==> src/clc_pkg.sv <==
// ----------------------------------------------------------------------------
// clc_pkg
// Shared types and codes for the circular list with cursor block.
// ----------------------------------------------------------------------------
`default_nettype none

package clc_pkg;

   // operation codes carried in the request mode field
   localparam logic [2:0] MODE_NEXT       = 3'd0;
   localparam logic [2:0] MODE_PREV       = 3'd1;
   localparam logic [2:0] MODE_INS_AFTER  = 3'd2;
   localparam logic [2:0] MODE_INS_BEFORE = 3'd3;
   localparam logic [2:0] MODE_DEL_NEXT   = 3'd4;
   localparam logic [2:0] MODE_DEL_PREV   = 3'd5;

   // response status codes
   localparam logic [1:0] RSP_DONE  = 2'd0;
   localparam logic [1:0] RSP_EMPTY = 2'd1;
   localparam logic [1:0] RSP_FULL  = 2'd2;

   typedef struct packed {
      logic [2:0]         mode;
      logic signed [31:0] value;
   } req_type;

   typedef struct packed {
      logic [1:0]         status;
      logic               cursor_valid;
      logic signed [31:0] cursor_value;
      logic [8:0]         count;
   } rsp_type;

   typedef enum logic [3:0] {
      DP_NOP,
      DP_CAPTURE,
      DP_MOVE,
      DP_POP,
      DP_INS_A,
      DP_INS_B,
      DP_DEL_ONE,
      DP_DEL,
      DP_READ,
      DP_LOAD,
      DP_RESP
   } dp_op_type;

   typedef struct packed {
      dp_op_type  op;
      logic [1:0] code;
   } cmd_type;

   typedef struct packed {
      logic [2:0] mode;
      logic       nonempty;
      logic       full;
      logic       single;
   } sts_type;

   typedef enum logic [2:0] {
      CS_IDLE,
      CS_DECODE,
      CS_INS_A,
      CS_INS_B,
      CS_READ,
      CS_LOAD,
      CS_RESP
   } ctl_state_type;

endpackage

`default_nettype wire

==> src/clc_ctrl.sv <==
// ----------------------------------------------------------------------------
// clc_ctrl
// Sequencer: decodes each transaction and steps the datapath through it.
// ----------------------------------------------------------------------------
`default_nettype none

module clc_ctrl (
   input  wire logic             clock,
   input  wire logic             reset,
   input  wire logic             req_valid,
   output logic                  req_ready,
   output logic                  rsp_valid,
   input  wire logic             rsp_ready,
   input  wire clc_pkg::sts_type sts,
   output clc_pkg::cmd_type      cmd
);
   import clc_pkg::*;

   ctl_state_type state_ff, state_in;
   logic [1:0]    code_ff, code_in;
   logic          rsp_valid_ff, rsp_valid_in;

   always_ff @(posedge clock) begin
      if (reset) begin
         state_ff     <= CS_IDLE;
         code_ff      <= RSP_DONE;
         rsp_valid_ff <= 1'b0;
      end else begin
         state_ff     <= state_in;
         code_ff      <= code_in;
         rsp_valid_ff <= rsp_valid_in;
      end
   end

   always_comb begin
      state_in     = state_ff;
      code_in      = code_ff;
      rsp_valid_in = rsp_valid_ff && !rsp_ready;
      cmd.op       = DP_NOP;
      cmd.code     = code_ff;
      req_ready    = 1'b0;
      unique case (state_ff)
         CS_IDLE: begin
            req_ready = 1'b1;
            if (req_valid) begin
               cmd.op   = DP_CAPTURE;
               state_in = CS_DECODE;
            end
         end
         CS_DECODE: begin
            code_in = RSP_DONE;
            unique case (sts.mode)
               MODE_NEXT, MODE_PREV: begin
                  if (!sts.nonempty) begin
                     code_in  = RSP_EMPTY;
                     state_in = CS_RESP;
                  end else begin
                     cmd.op   = DP_MOVE;
                     state_in = CS_LOAD;
                  end
               end
               MODE_INS_AFTER, MODE_INS_BEFORE: begin
                  if (sts.full) begin
                     code_in  = RSP_FULL;
                     state_in = CS_RESP;
                  end else begin
                     cmd.op   = DP_POP;
                     state_in = CS_INS_A;
                  end
               end
               MODE_DEL_NEXT, MODE_DEL_PREV: begin
                  if (!sts.nonempty) begin
                     code_in  = RSP_EMPTY;
                     state_in = CS_RESP;
                  end else if (sts.single) begin
                     cmd.op   = DP_DEL_ONE;
                     state_in = CS_RESP;
                  end else begin
                     cmd.op   = DP_DEL;
                     state_in = CS_READ;
                  end
               end
               default: begin
                  code_in  = sts.nonempty ? RSP_DONE : RSP_EMPTY;
                  state_in = CS_RESP;
               end
            endcase
         end
         CS_INS_A: begin
            cmd.op   = DP_INS_A;
            state_in = sts.nonempty ? CS_INS_B : CS_RESP;
         end
         CS_INS_B: begin
            cmd.op   = DP_INS_B;
            state_in = CS_RESP;
         end
         CS_READ: begin
            cmd.op   = DP_READ;
            state_in = CS_LOAD;
         end
         CS_LOAD: begin
            cmd.op   = DP_LOAD;
            state_in = CS_RESP;
         end
         CS_RESP: begin
            // wait for the output register to drain
            if (!rsp_valid_ff || rsp_ready) begin
               cmd.op       = DP_RESP;
               rsp_valid_in = 1'b1;
               state_in     = CS_IDLE;
            end
         end
         default: begin
            state_in = CS_IDLE;
         end
      endcase
   end

   assign rsp_valid = rsp_valid_ff;

endmodule

`default_nettype wire

==> config.mk <==
export PLATFORM = sky130hd
export DESIGN_NAME = clc_ctrl
export DESIGN_NICKNAME = d
export VERILOG_FILES = /design/src/clc_pkg.sv /design/src/clc_ctrl.sv
export SDC_FILE = /design/constraint.sdc
export NUM_CORES = 1
export LEC_CHECK = 0
export BUFFER_PORTS_ARGS = -buffer_cell sky130_fd_sc_hd__buf_2
export CAP_MARGIN = 5
export CORE_AREA = 3 3 40 42
export DETAILED_ROUTE_END_ITERATION = 8
export DIE_AREA = 0 0 43 45
export HOLD_SLACK_MARGIN = 0.12
export SKIP_CTS_REPAIR_TIMING = 1
export SLEW_MARGIN = 30
export SYNTH_ARGS = -nofsm -noshare
export SYNTH_HDL_FRONTEND = slang
export SYNTH_SLANG_ARGS = --single-unit
==> constraint.sdc <==
create_clock -name clock -period 3.1 [get_ports clock]
set_input_delay 0.62 -clock clock [delete_from_list [all_inputs] [get_ports clock]]
set_output_delay 0.62 -clock clock [all_outputs]
set_load 0.02 [all_outputs]
==> metrics.cfg, run 1 <==
[status]
outcome=completed

[die]
initial_core_util=0.299
die_w_um=43
die_y_um=45
core_um2=1280
dieArea_um2=1940
std_cell_rows=13
io_pins=18

[global_route]
grt_pass1_wl_um=1640
grt_use_met3=0.0159
grt_max_degree=16
grt_overflow=0
first_global_vias=360
use_met2=0.168
top_usage_layer=met2
antenna_found_initial=0
grtUsageMet1=0.156
track_usage=0.116

[clock_tree]
clk_pin_slew_ps=60
clockBufferDepth=2
htree_num_levels=1
cts_tree=built
clockRootBuffer=clkbuf_4
insertion_delay_ps=250
numCtsBuffers=3
clock-sinks=6

[drt]
firstDrtPassIters=4
drc_errors=0
routedWlPerCell_um=12.6
via_per_inst=5.40
drtIter0Drc=13
num_vias=448
detail-route-antenna-nets=0
drt_wl_total_um=1050

[sta]
worst_pin_slew_ps=457
fin_crit_ps=2160
slew_viol_final=0
fin_setup_tns_ps=0
clock_skew_ps=10.1
finalHoldViolCount=0
slew_headroom=0.695
rsz0062_at_grt=no
fin_crit_sh=0.698
max_freq_ghz=0.462
finalSetupViolCount=0

[layout]
instances_no_fill=83
area_growth_pct=28.3
layout-drive-gt1-share=0.294
n_antenna_cell=0
utilization=0.384
nets=80
final_cell_area_um2=493

[yosys]
avgSynthCellArea_um2=7.39
synth-seq-cells=6
synth_seq_area_share=0.313
synth-edff-count=0
async_flop_share=0
syn_area_um2=384
ys_types=25
yosys_warnings=0
syn_nets=62
synthCells=52
synth_ff_type=dfxtp_1

[setup_path]
crit_type=flip-flop to output port
worstSetupStartpointType=flip-flop
regToRegSetupSlack_ps=1580
cp_data_required_time_ps=2480
cp_max_fo=15
critPathCaptureType=output port
critical_path_arrival_ps=1540

[pwr]
power.density_nw_per_um2=598
vdd_ir_drop_max_mv=0.201
fin_total_pwr_mw=0.295
leakagePower_nw=0.212

[worst_hold_path]
min_path_type=flip-flop to flip-flop

[place]
place.gp.congestion=0.783
dp.final_hpwl_um=721
placed_cell_area_um2=470
io_buffer_count=16
placed_cells=80

[flow_run]
drv_cap=0

-- power by group --
group          leakage (nW)  switching [mW]  internal (mW)
combinational         0.149          0.0575         0.0436
clock                0.0138          0.0338         0.0442
sequential           0.0492          0.0283         0.0874
total                 0.212           0.120          0.175
-- per-stage QoR --
step                hold WS, ps  setup slack [ps]
CTS                         475               917
detailed placement          466               948
finish                      473               937
global route                515               788
floorplan                   543              1170
global placement            456               953
-- Yosys cell counts, types with 2 or more instances --
library cell	number	area, µm²
nand2b_1	3	18.8
nor3b_1	3	22.5
nor2b_1	2	12.5
o21ai_0	4	20.0
a311oi_1	2	17.5
dfxtp_1	6	120
nand2_1	3	11.3
and2_1	2	12.5
nor2_1	6	22.5
a21oi_1	5	25.0
clkbuf_1	2	7.51
-- final cells by class --
class | instances | area [µm²]
clock buffer | 3 | 22.5
fill | 143 | 792
inverter | 1 | 3.75
multi-input combinational | 42 | 248
sequential | 6 | 120
tap | 15 | 18.8
timing repair buffer | 16 | 80.1
-- registers in the layout, indices dropped and copies added, names as in the netlist --
name,flops
rsp_valid,1
code_ff,2
state_ff,3
-- placed cells by master (no fill, tap or decap) --
| cell | n |
|---|---|
| buf_2 | 16 |
| nor2_1 | 6 |
| dfxtp_1 | 6 |
| a21oi_1 | 5 |
| o21ai_0 | 4 |
| nand2_1 | 3 |
| nor3b_1 | 3 |
| nand2b_1 | 3 |
| clkbuf_4 | 3 |
| nor2b_1 | 2 |
| and2_1 | 2 |
| a311oi_1 | 2 |
| nor3_1 | 1 |
| and2b_1 | 1 |
| a31oi_1 | 1 |
| o31ai_1 | 1 |
| inv_1 | 1 |
| o22ai_1 | 1 |
| nor4_1 | 1 |
| a21boi_0 | 1 |
| a2111oi_0 | 1 |
| or4_1 | 1 |
| o21bai_1 | 1 |
| nand3_1 | 1 |
| o21ba_2 | 1 |
-- path summary, 6_finish.rpt --
check / startpoint / to / cells after the start
max: state_ff[0] / cmd[3] / 4
min reg2reg: code_ff[1] / code_ff[1] / 2
max reg2reg: state_ff[0] / code_ff[0] / 3
min: code_ff[1] / code_ff[1] / 2
-- worst max-delay path, stage by stage (launching register included) --
cell and delay (ps):
dfxtp_1 590, nor3b_1 300, o21ai_0 140, o31ai_1 80
buf_2 200
-- per-layer routing --
metal / vias up / routed length [µm] / part of all wire
li1: 222 / - / -
met1: 203 / 475 / 0.45
met2: 19 / 484 / 0.46
met3: 4 / 66 / 0.063
met4: 0 / 23 / 0.022
met5: - / 0 / 0
-- kinds of logic after synthesis --
family | Yosys count | synth area share
DFF | 6 | 0.313
buffers and inverters | 4 | 0.0423
AOI/OAI and AO/OA | 18 | 0.303
and+or+nand+nor | 24 | 0.342
No activity file was read; power rests on OpenSTA's default activity.
==> run 2: changes to the inputs <==
Settings changed: ABC_AREA set to 1.
Clock period 3.1 ns to 2.2 ns, I/O delays scaled along.
==> metrics.cfg, run 2 <==
[sta]
slew_headroom=0.808  ; was 0.695
rsz0062_at_grt=no  ; unchanged
max_freq_ghz=0.559
slew_viol_final=0  ; unchanged
fin_crit_sh=0.814
finalHoldViolCount=0  ; unchanged
finalSetupViolCount=0  ; unchanged
fin_crit_ps=1790
clock_skew_ps=2.55  ; was 10.1 ps
worst_pin_slew_ps=287  ; was 457 ps
fin_setup_tns_ps=0  ; unchanged

[yosys]
yosys_warnings=0  ; unchanged
async_flop_share=0  ; unchanged
yosysMostFrequentCell=nand2_1
synth.top_cell.area_share=0.276  ; was 0.313
avgSynthCellArea_um2=6.05  ; was 7.39 µm²
synth_seq_area_share=0.276  ; was 0.313
synthCells=72  ; was 52
synth_ff_type=dfxtp_1  ; unchanged
synth-seq-cells=6  ; unchanged
syn_nets=82  ; was 62
synthTopCellsByCount=nand2_1 (14), inv_1 (11), nor2_1 (9)  ; was dfxtp_1 (6), nor2_1 (6), a21oi_1 (5)
ys_types=19  ; was 25
synth.largest_area_cell=dfxtp_1  ; unchanged
synth-edff-count=0  ; unchanged
synth_area_leaders=dfxtp_1 (28%), nand2_1 (12%), inv_1 (9.5%)  ; was dfxtp_1 (31%), a21oi_1 (6.5%), nor2_1 (5.9%)
syn_area_um2=435  ; was 384 µm²

[place]
io_buffer_count=16  ; unchanged
place.gp.congestion=0.755  ; was 0.783
dp.final_hpwl_um=868  ; was 721 µm
placed_cell_area_um2=534  ; was 470 µm²

[setup_path]
crit_type=flip-flop to output port  ; unchanged
regToRegSetupSlack_ps=1090  ; was 1580 ps
critPathTopFamily=flip-flops  ; unchanged
cp_data_required_time_ps=1760  ; was 2480 ps
worstSetupStartpointType=flip-flop  ; unchanged
critical_path_arrival_ps=1350  ; was 1540 ps
r2r_start=state_ff[2]  ; was state_ff[0]
cp_max_fo=5  ; was 15
crit_path_top_delay_cell=dfxtp_1  ; unchanged
r2r_end=state_ff[1]  ; was code_ff[0]
rr_worst_depth=6  ; was 3
crit_chain=nand2_2, nor2_2, inv_1, o21ai_1, buf_2  ; was nor3b_1, o21ai_0, o31ai_1, buf_2
slowest_delay_ps=470  ; was 590 ps
setup.worst_path.start=state_ff[2]  ; was state_ff[0]
critPathCaptureType=output port  ; unchanged
path_buf_inv=2  ; was 1

[global_route]
antenna_found_initial=0  ; unchanged
first_global_vias=395  ; was 360
grt_overflow=0  ; unchanged
top_usage_layer=met2  ; unchanged
grt_max_degree=8  ; was 16
use_met2=0.171  ; was 0.168
grtUsageMet1=0.166  ; was 0.156
track_usage=0.120  ; was 0.116
grt_pass1_wl_um=1700  ; was 1640 µm
grt_use_met3=0.0359  ; was 0.0159

[clock_tree]
insertion_delay_ps=250  ; about the same
cts_tree=built  ; unchanged
clockBufferDepth=2  ; unchanged
htree_num_levels=1  ; unchanged
clockRootBuffer=clkbuf_4  ; unchanged
numCtsBuffers=3  ; unchanged
clock-sinks=6  ; unchanged
clk_pin_slew_ps=50  ; was 60 ps

[die]
dieArea_um2=1940  ; unchanged
die_y_um=45  ; unchanged
core_um2=1280  ; unchanged
initial_core_util=0.339  ; was 0.299
die_w_um=43  ; unchanged
std_cell_rows=13  ; unchanged
io_pins=18  ; unchanged

[flow_run]
drv_cap=0  ; unchanged

[status]
outcome=completed  ; unchanged

[worst_hold_path]
worstHoldStart=reset  ; was code_ff[1]
min_to=code_ff[0]  ; was code_ff[1]
min_path_cells=2  ; unchanged
min_path_type=input port to flip-flop  ; was flip-flop to flip-flop

[layout]
regMostFlops=state_ff  ; unchanged
fillers=140  ; was 143
area_growth_pct=27.9  ; was 28.3%
multi_input_area_um2=259  ; was 248 µm²
n_antenna_cell=0  ; unchanged
layout_common_cells=buf_2 (16), nand2_1 (14), inv_1 (11), nor2_1 (9)  ; was buf_2 (16), nor2_1 (6), dfxtp_1 (6), a21oi_1 (5), o21ai_0 (4)
final_common_cell=buf_2  ; unchanged
largest_reg_flops=3  ; unchanged
layout-drive-gt1-share=0.341  ; was 0.294
nets=103  ; was 80
utilization=0.433  ; was 0.384
final-seq-area_um2=120  ; unchanged
final_cell_area_um2=557  ; was 493 µm²

[drt]
via_per_inst=4.56  ; was 5.40
routedWlPerCell_um=10.0  ; was 12.6 µm
num_vias=483  ; was 448
drtIter0Drc=12  ; was 13
drt_wl_total_um=1060  ; was 1050 µm
drc_errors=0  ; unchanged
detail-route-antenna-nets=0  ; unchanged
firstDrtPassIters=4  ; unchanged

[pwr]
vdd_ir_drop_max_mv=0.329  ; was 0.201 mV
power.density_nw_per_um2=1350  ; was 598 nW/µm²
leakagePower_nw=0.307  ; was 0.212 nW

==> run 2: changes by cell type after synthesis, moves of 3 or more <==
cell	change
nand2b_1	-3
nand2_1	+11
nor2_1	+3
nor3b_1	-3
nand2_2	+5
nand3_1	+5
inv_1	+10
inv_2	+3
==> run 2: cell type report <==
type,instances,share of cell area
multi-input combinational,51,0.465
timing repair buffer,16,0.144
clock buffer,3,0.0404
sequential,6,0.216
inverter,15,0.101
tap,15,0.0337
==> run 2: logic make-up after synthesis <==
group / share of synthesized area
DFF: 0.276
buffers and inverters: 0.129
and+or+nand+nor: 0.454
AOI/OAI and AO/OA: 0.141
==> run 2: report_power, final <==
part	total, mW	leakage (nW)	switching, mW	internal [mW]
logic	0.445	0.244	0.279	0.166
clock network	0.106	0.0138	0.0443	0.0620
registers	0.198	0.0491	0.0572	0.141
total	0.749	0.307	0.381	0.369
==> run 2: layer usage <==
metal / vias to the layer above / part of all wire
met5: - / 0
met4: 0 / 0
met3: 0 / 0.057
met2: 13 / 0.43
met1: 202 / 0.51
li1: 268 / -
==> run 2: how the worst max path moves through the flow <==
| stage | to | cells after the start | slack [ps] |
|---|---|---|---|
| after floorplan | cmd[3] | 4 | 730 |
| after global placement | cmd[3] | 7 | 580 |
| after detailed placement | cmd[3] | 7 | 580 |
| after CTS | cmd[3] | 5 | 400 |
| after global routing | cmd[3] | 5 | 310 |
| final | cmd[3] | 5 | 410 |
==> run 2: through the flow <==
step | total power [mW] | cells | hold WS, ps | setup slack, ps
3_5_place_dp | 0.646 | 103 | 461 | 578
3_3_place_gp | 0.645 | 103 | 452 | 577
5_1_grt | 0.818 | 106 | 413 | 311
2_1_floorplan | 0.530 | 72 | 509 | 731
6_report | 0.749 | 106 | 408 | 410
4_1_cts | 0.757 | 106 | 409 | 399
==> run 3: changes to the inputs <==
Settings changed: ABC_AREA 1 to 0.
Clock period 2.2 ns to 1.85 ns, I/O delays scaled along.
==> metrics.cfg, run 3 (synthesis results as in run 1) <==
[sta]
rsz0062_at_grt=no  ; unchanged
fin_crit_sh=0.927
clock_skew_ps=9.05  ; was 2.55 ps
fin_ws_ps=134  ; was 410 ps
finalSetupViolCount=0  ; unchanged
fin_crit_ps=1720
finalHoldViolCount=0  ; unchanged
max_freq_ghz=0.583
slew_viol_final=0  ; unchanged
whs_ps=333  ; was 408 ps
worst_pin_slew_ps=347  ; was 287 ps
fin_setup_tns_ps=0  ; unchanged
slew_headroom=0.768  ; was 0.808

[die]
core_um2=1280  ; unchanged
die_y_um=45  ; unchanged
die_w_um=43  ; unchanged
dieArea_um2=1940  ; unchanged
initial_core_util=0.299  ; was 0.339
io_pins=18  ; unchanged
std_cell_rows=13  ; unchanged

[clock_tree]
cts_tree=built  ; unchanged
clk_pin_slew_ps=60  ; was 50 ps
clock-sinks=6  ; unchanged
htree_num_levels=1  ; unchanged
numCtsBuffers=3  ; unchanged
insertion_delay_ps=250  ; about the same
clockBufferDepth=2  ; unchanged
clockRootBuffer=clkbuf_4  ; unchanged

[pwr]
power.density_nw_per_um2=999  ; was 1350 nW/µm²
vdd_ir_drop_max_mv=0.365  ; was 0.329 mV
fin_total_pwr_mw=0.515  ; was 0.749 mW
leakagePower_nw=0.225  ; was 0.307 nW

[setup_path]
crit_type=flip-flop to output port  ; unchanged
cp_data_required_time_ps=1480  ; was 1760 ps
cp_max_fo=9  ; was 5
worstSetupStartpointType=flip-flop  ; unchanged
slowest_delay_ps=390  ; was 470 ps
crit_chain=buf_4, a311oi_1, o22ai_1, buf_2  ; was nand2_2, nor2_2, inv_1, o21ai_1, buf_2
crit_path_top_delay_cell=dfxtp_1  ; unchanged
critPathCaptureType=output port  ; unchanged
critical_path_arrival_ps=1350  ; about the same

[global_route]
first_global_vias=387  ; was 395
grt_overflow=0  ; unchanged
antenna_found_initial=0  ; unchanged
track_usage=0.123  ; was 0.120
grt_pass1_wl_um=1700  ; unchanged
grt_max_degree=13  ; was 8

[place]
placed_cells=82  ; was 103
dp.final_hpwl_um=753  ; was 868 µm
place_ws_ps=211  ; was 578 ps
place.gp.congestion=0.791  ; was 0.755
io_buffer_count=16  ; unchanged

[layout]
regMostFlops=state_ff  ; unchanged
area_growth_pct=34.2  ; was 27.9%
final_common_cell=buf_2  ; unchanged
layout-drive-gt1-share=0.357  ; was 0.341
layout_common_cells=buf_2 (16), nor2_1 (6), a21oi_1 (5), o21ai_0 (4), dfxtp_1 (4)  ; was buf_2 (16), nand2_1 (14), inv_1 (11), nor2_1 (9)
n_antenna_cell=0  ; unchanged
largest_reg_flops=3  ; unchanged
nets=82  ; was 103
instances_no_fill=85  ; was 106

[drt]
detail-route-antenna-nets=0  ; unchanged
firstDrtPassIters=4  ; unchanged
drtIter0Drc=5  ; was 12
drc_errors=0  ; unchanged
num_vias=436  ; was 483
drt_wl_total_um=1050  ; was 1060 µm
routedWlPerCell_um=12.4  ; was 10.0 µm
via_per_inst=5.13  ; was 4.56

[worst_hold_path]
min_path_type=input port to flip-flop  ; unchanged

[status]
outcome=completed  ; unchanged

[flow_run]
drv_cap=0  ; unchanged

run 3: changes by cell type in the layout (fill, tap and decap cells not counted), moves of 3 or more:
cell | before | now
inv_1 | 11 | 1
inv_2 | 3 | 0
nand2_1 | 14 | 3
nand2_2 | 5 | 0
nand2b_1 | 0 | 3
nand3_1 | 6 | 1
nor2_1 | 9 | 6
run 3: worst max-delay path, delay by kind of cell (launching register included):
kind | cells | cell delay [ps]
DFF | 1 | 390
AOI/OAI and AO/OA | 2 | 330
buffers and inverters | 2 | 370
run 3: final cells by class:
class | count | area, µm²
Timing Repair Buffer | 18 | 95.1
Tap cell | 15 | 18.8
Clock buffer | 3 | 22.5
Sequential cell | 6 | 123
Multi-Input combinational cell | 42 | 253
Fill cell | 140 | 769
Inverter | 1 | 3.75
run 3: per-layer routing:
layer | part of all wire | global-route usage | vias to the layer above | wire length, µm
met5 | 0 | 0 | - | 0
met4 | 0.037 | 0.108 | 0 | 39
met3 | 0.035 | 0.0120 | 4 | 37
met2 | 0.45 | 0.180 | 13 | 471
met1 | 0.48 | 0.161 | 191 | 504
li1 | - | - | 228 | -
run 3: stage by stage:
| stage | utilization | instance area (µm²) |
|---|---|---|
| after floorplan | - | 384 |
| after global placement | 0.378 | 485 |
| after detailed placement | 0.378 | 485 |
| after CTS | 0.395 | 508 |
| after global routing | 0.401 | 515 |
| final | 0.401 | 515 |
run 3: where the power goes:
part	internal, mW	switching [mW]
sequential	0.149	0.0338
combinational	0.0857	0.114
clock	0.0742	0.0590
run 3: worst paths after layout:
| check | startpoint | cells after the start | end | slack [ps] |
|---|---|---|---|---|
| hold reg to reg | code_ff[1] | 2 | code_ff[1] | 470 |
| setup / recovery | state_ff[2] | 4 | cmd[2] | 130 |
| hold / removal | reset | 2 | code_ff[1] | 330 |
| setup reg to reg | state_ff[0] | 4 | code_ff[0] | 450 |
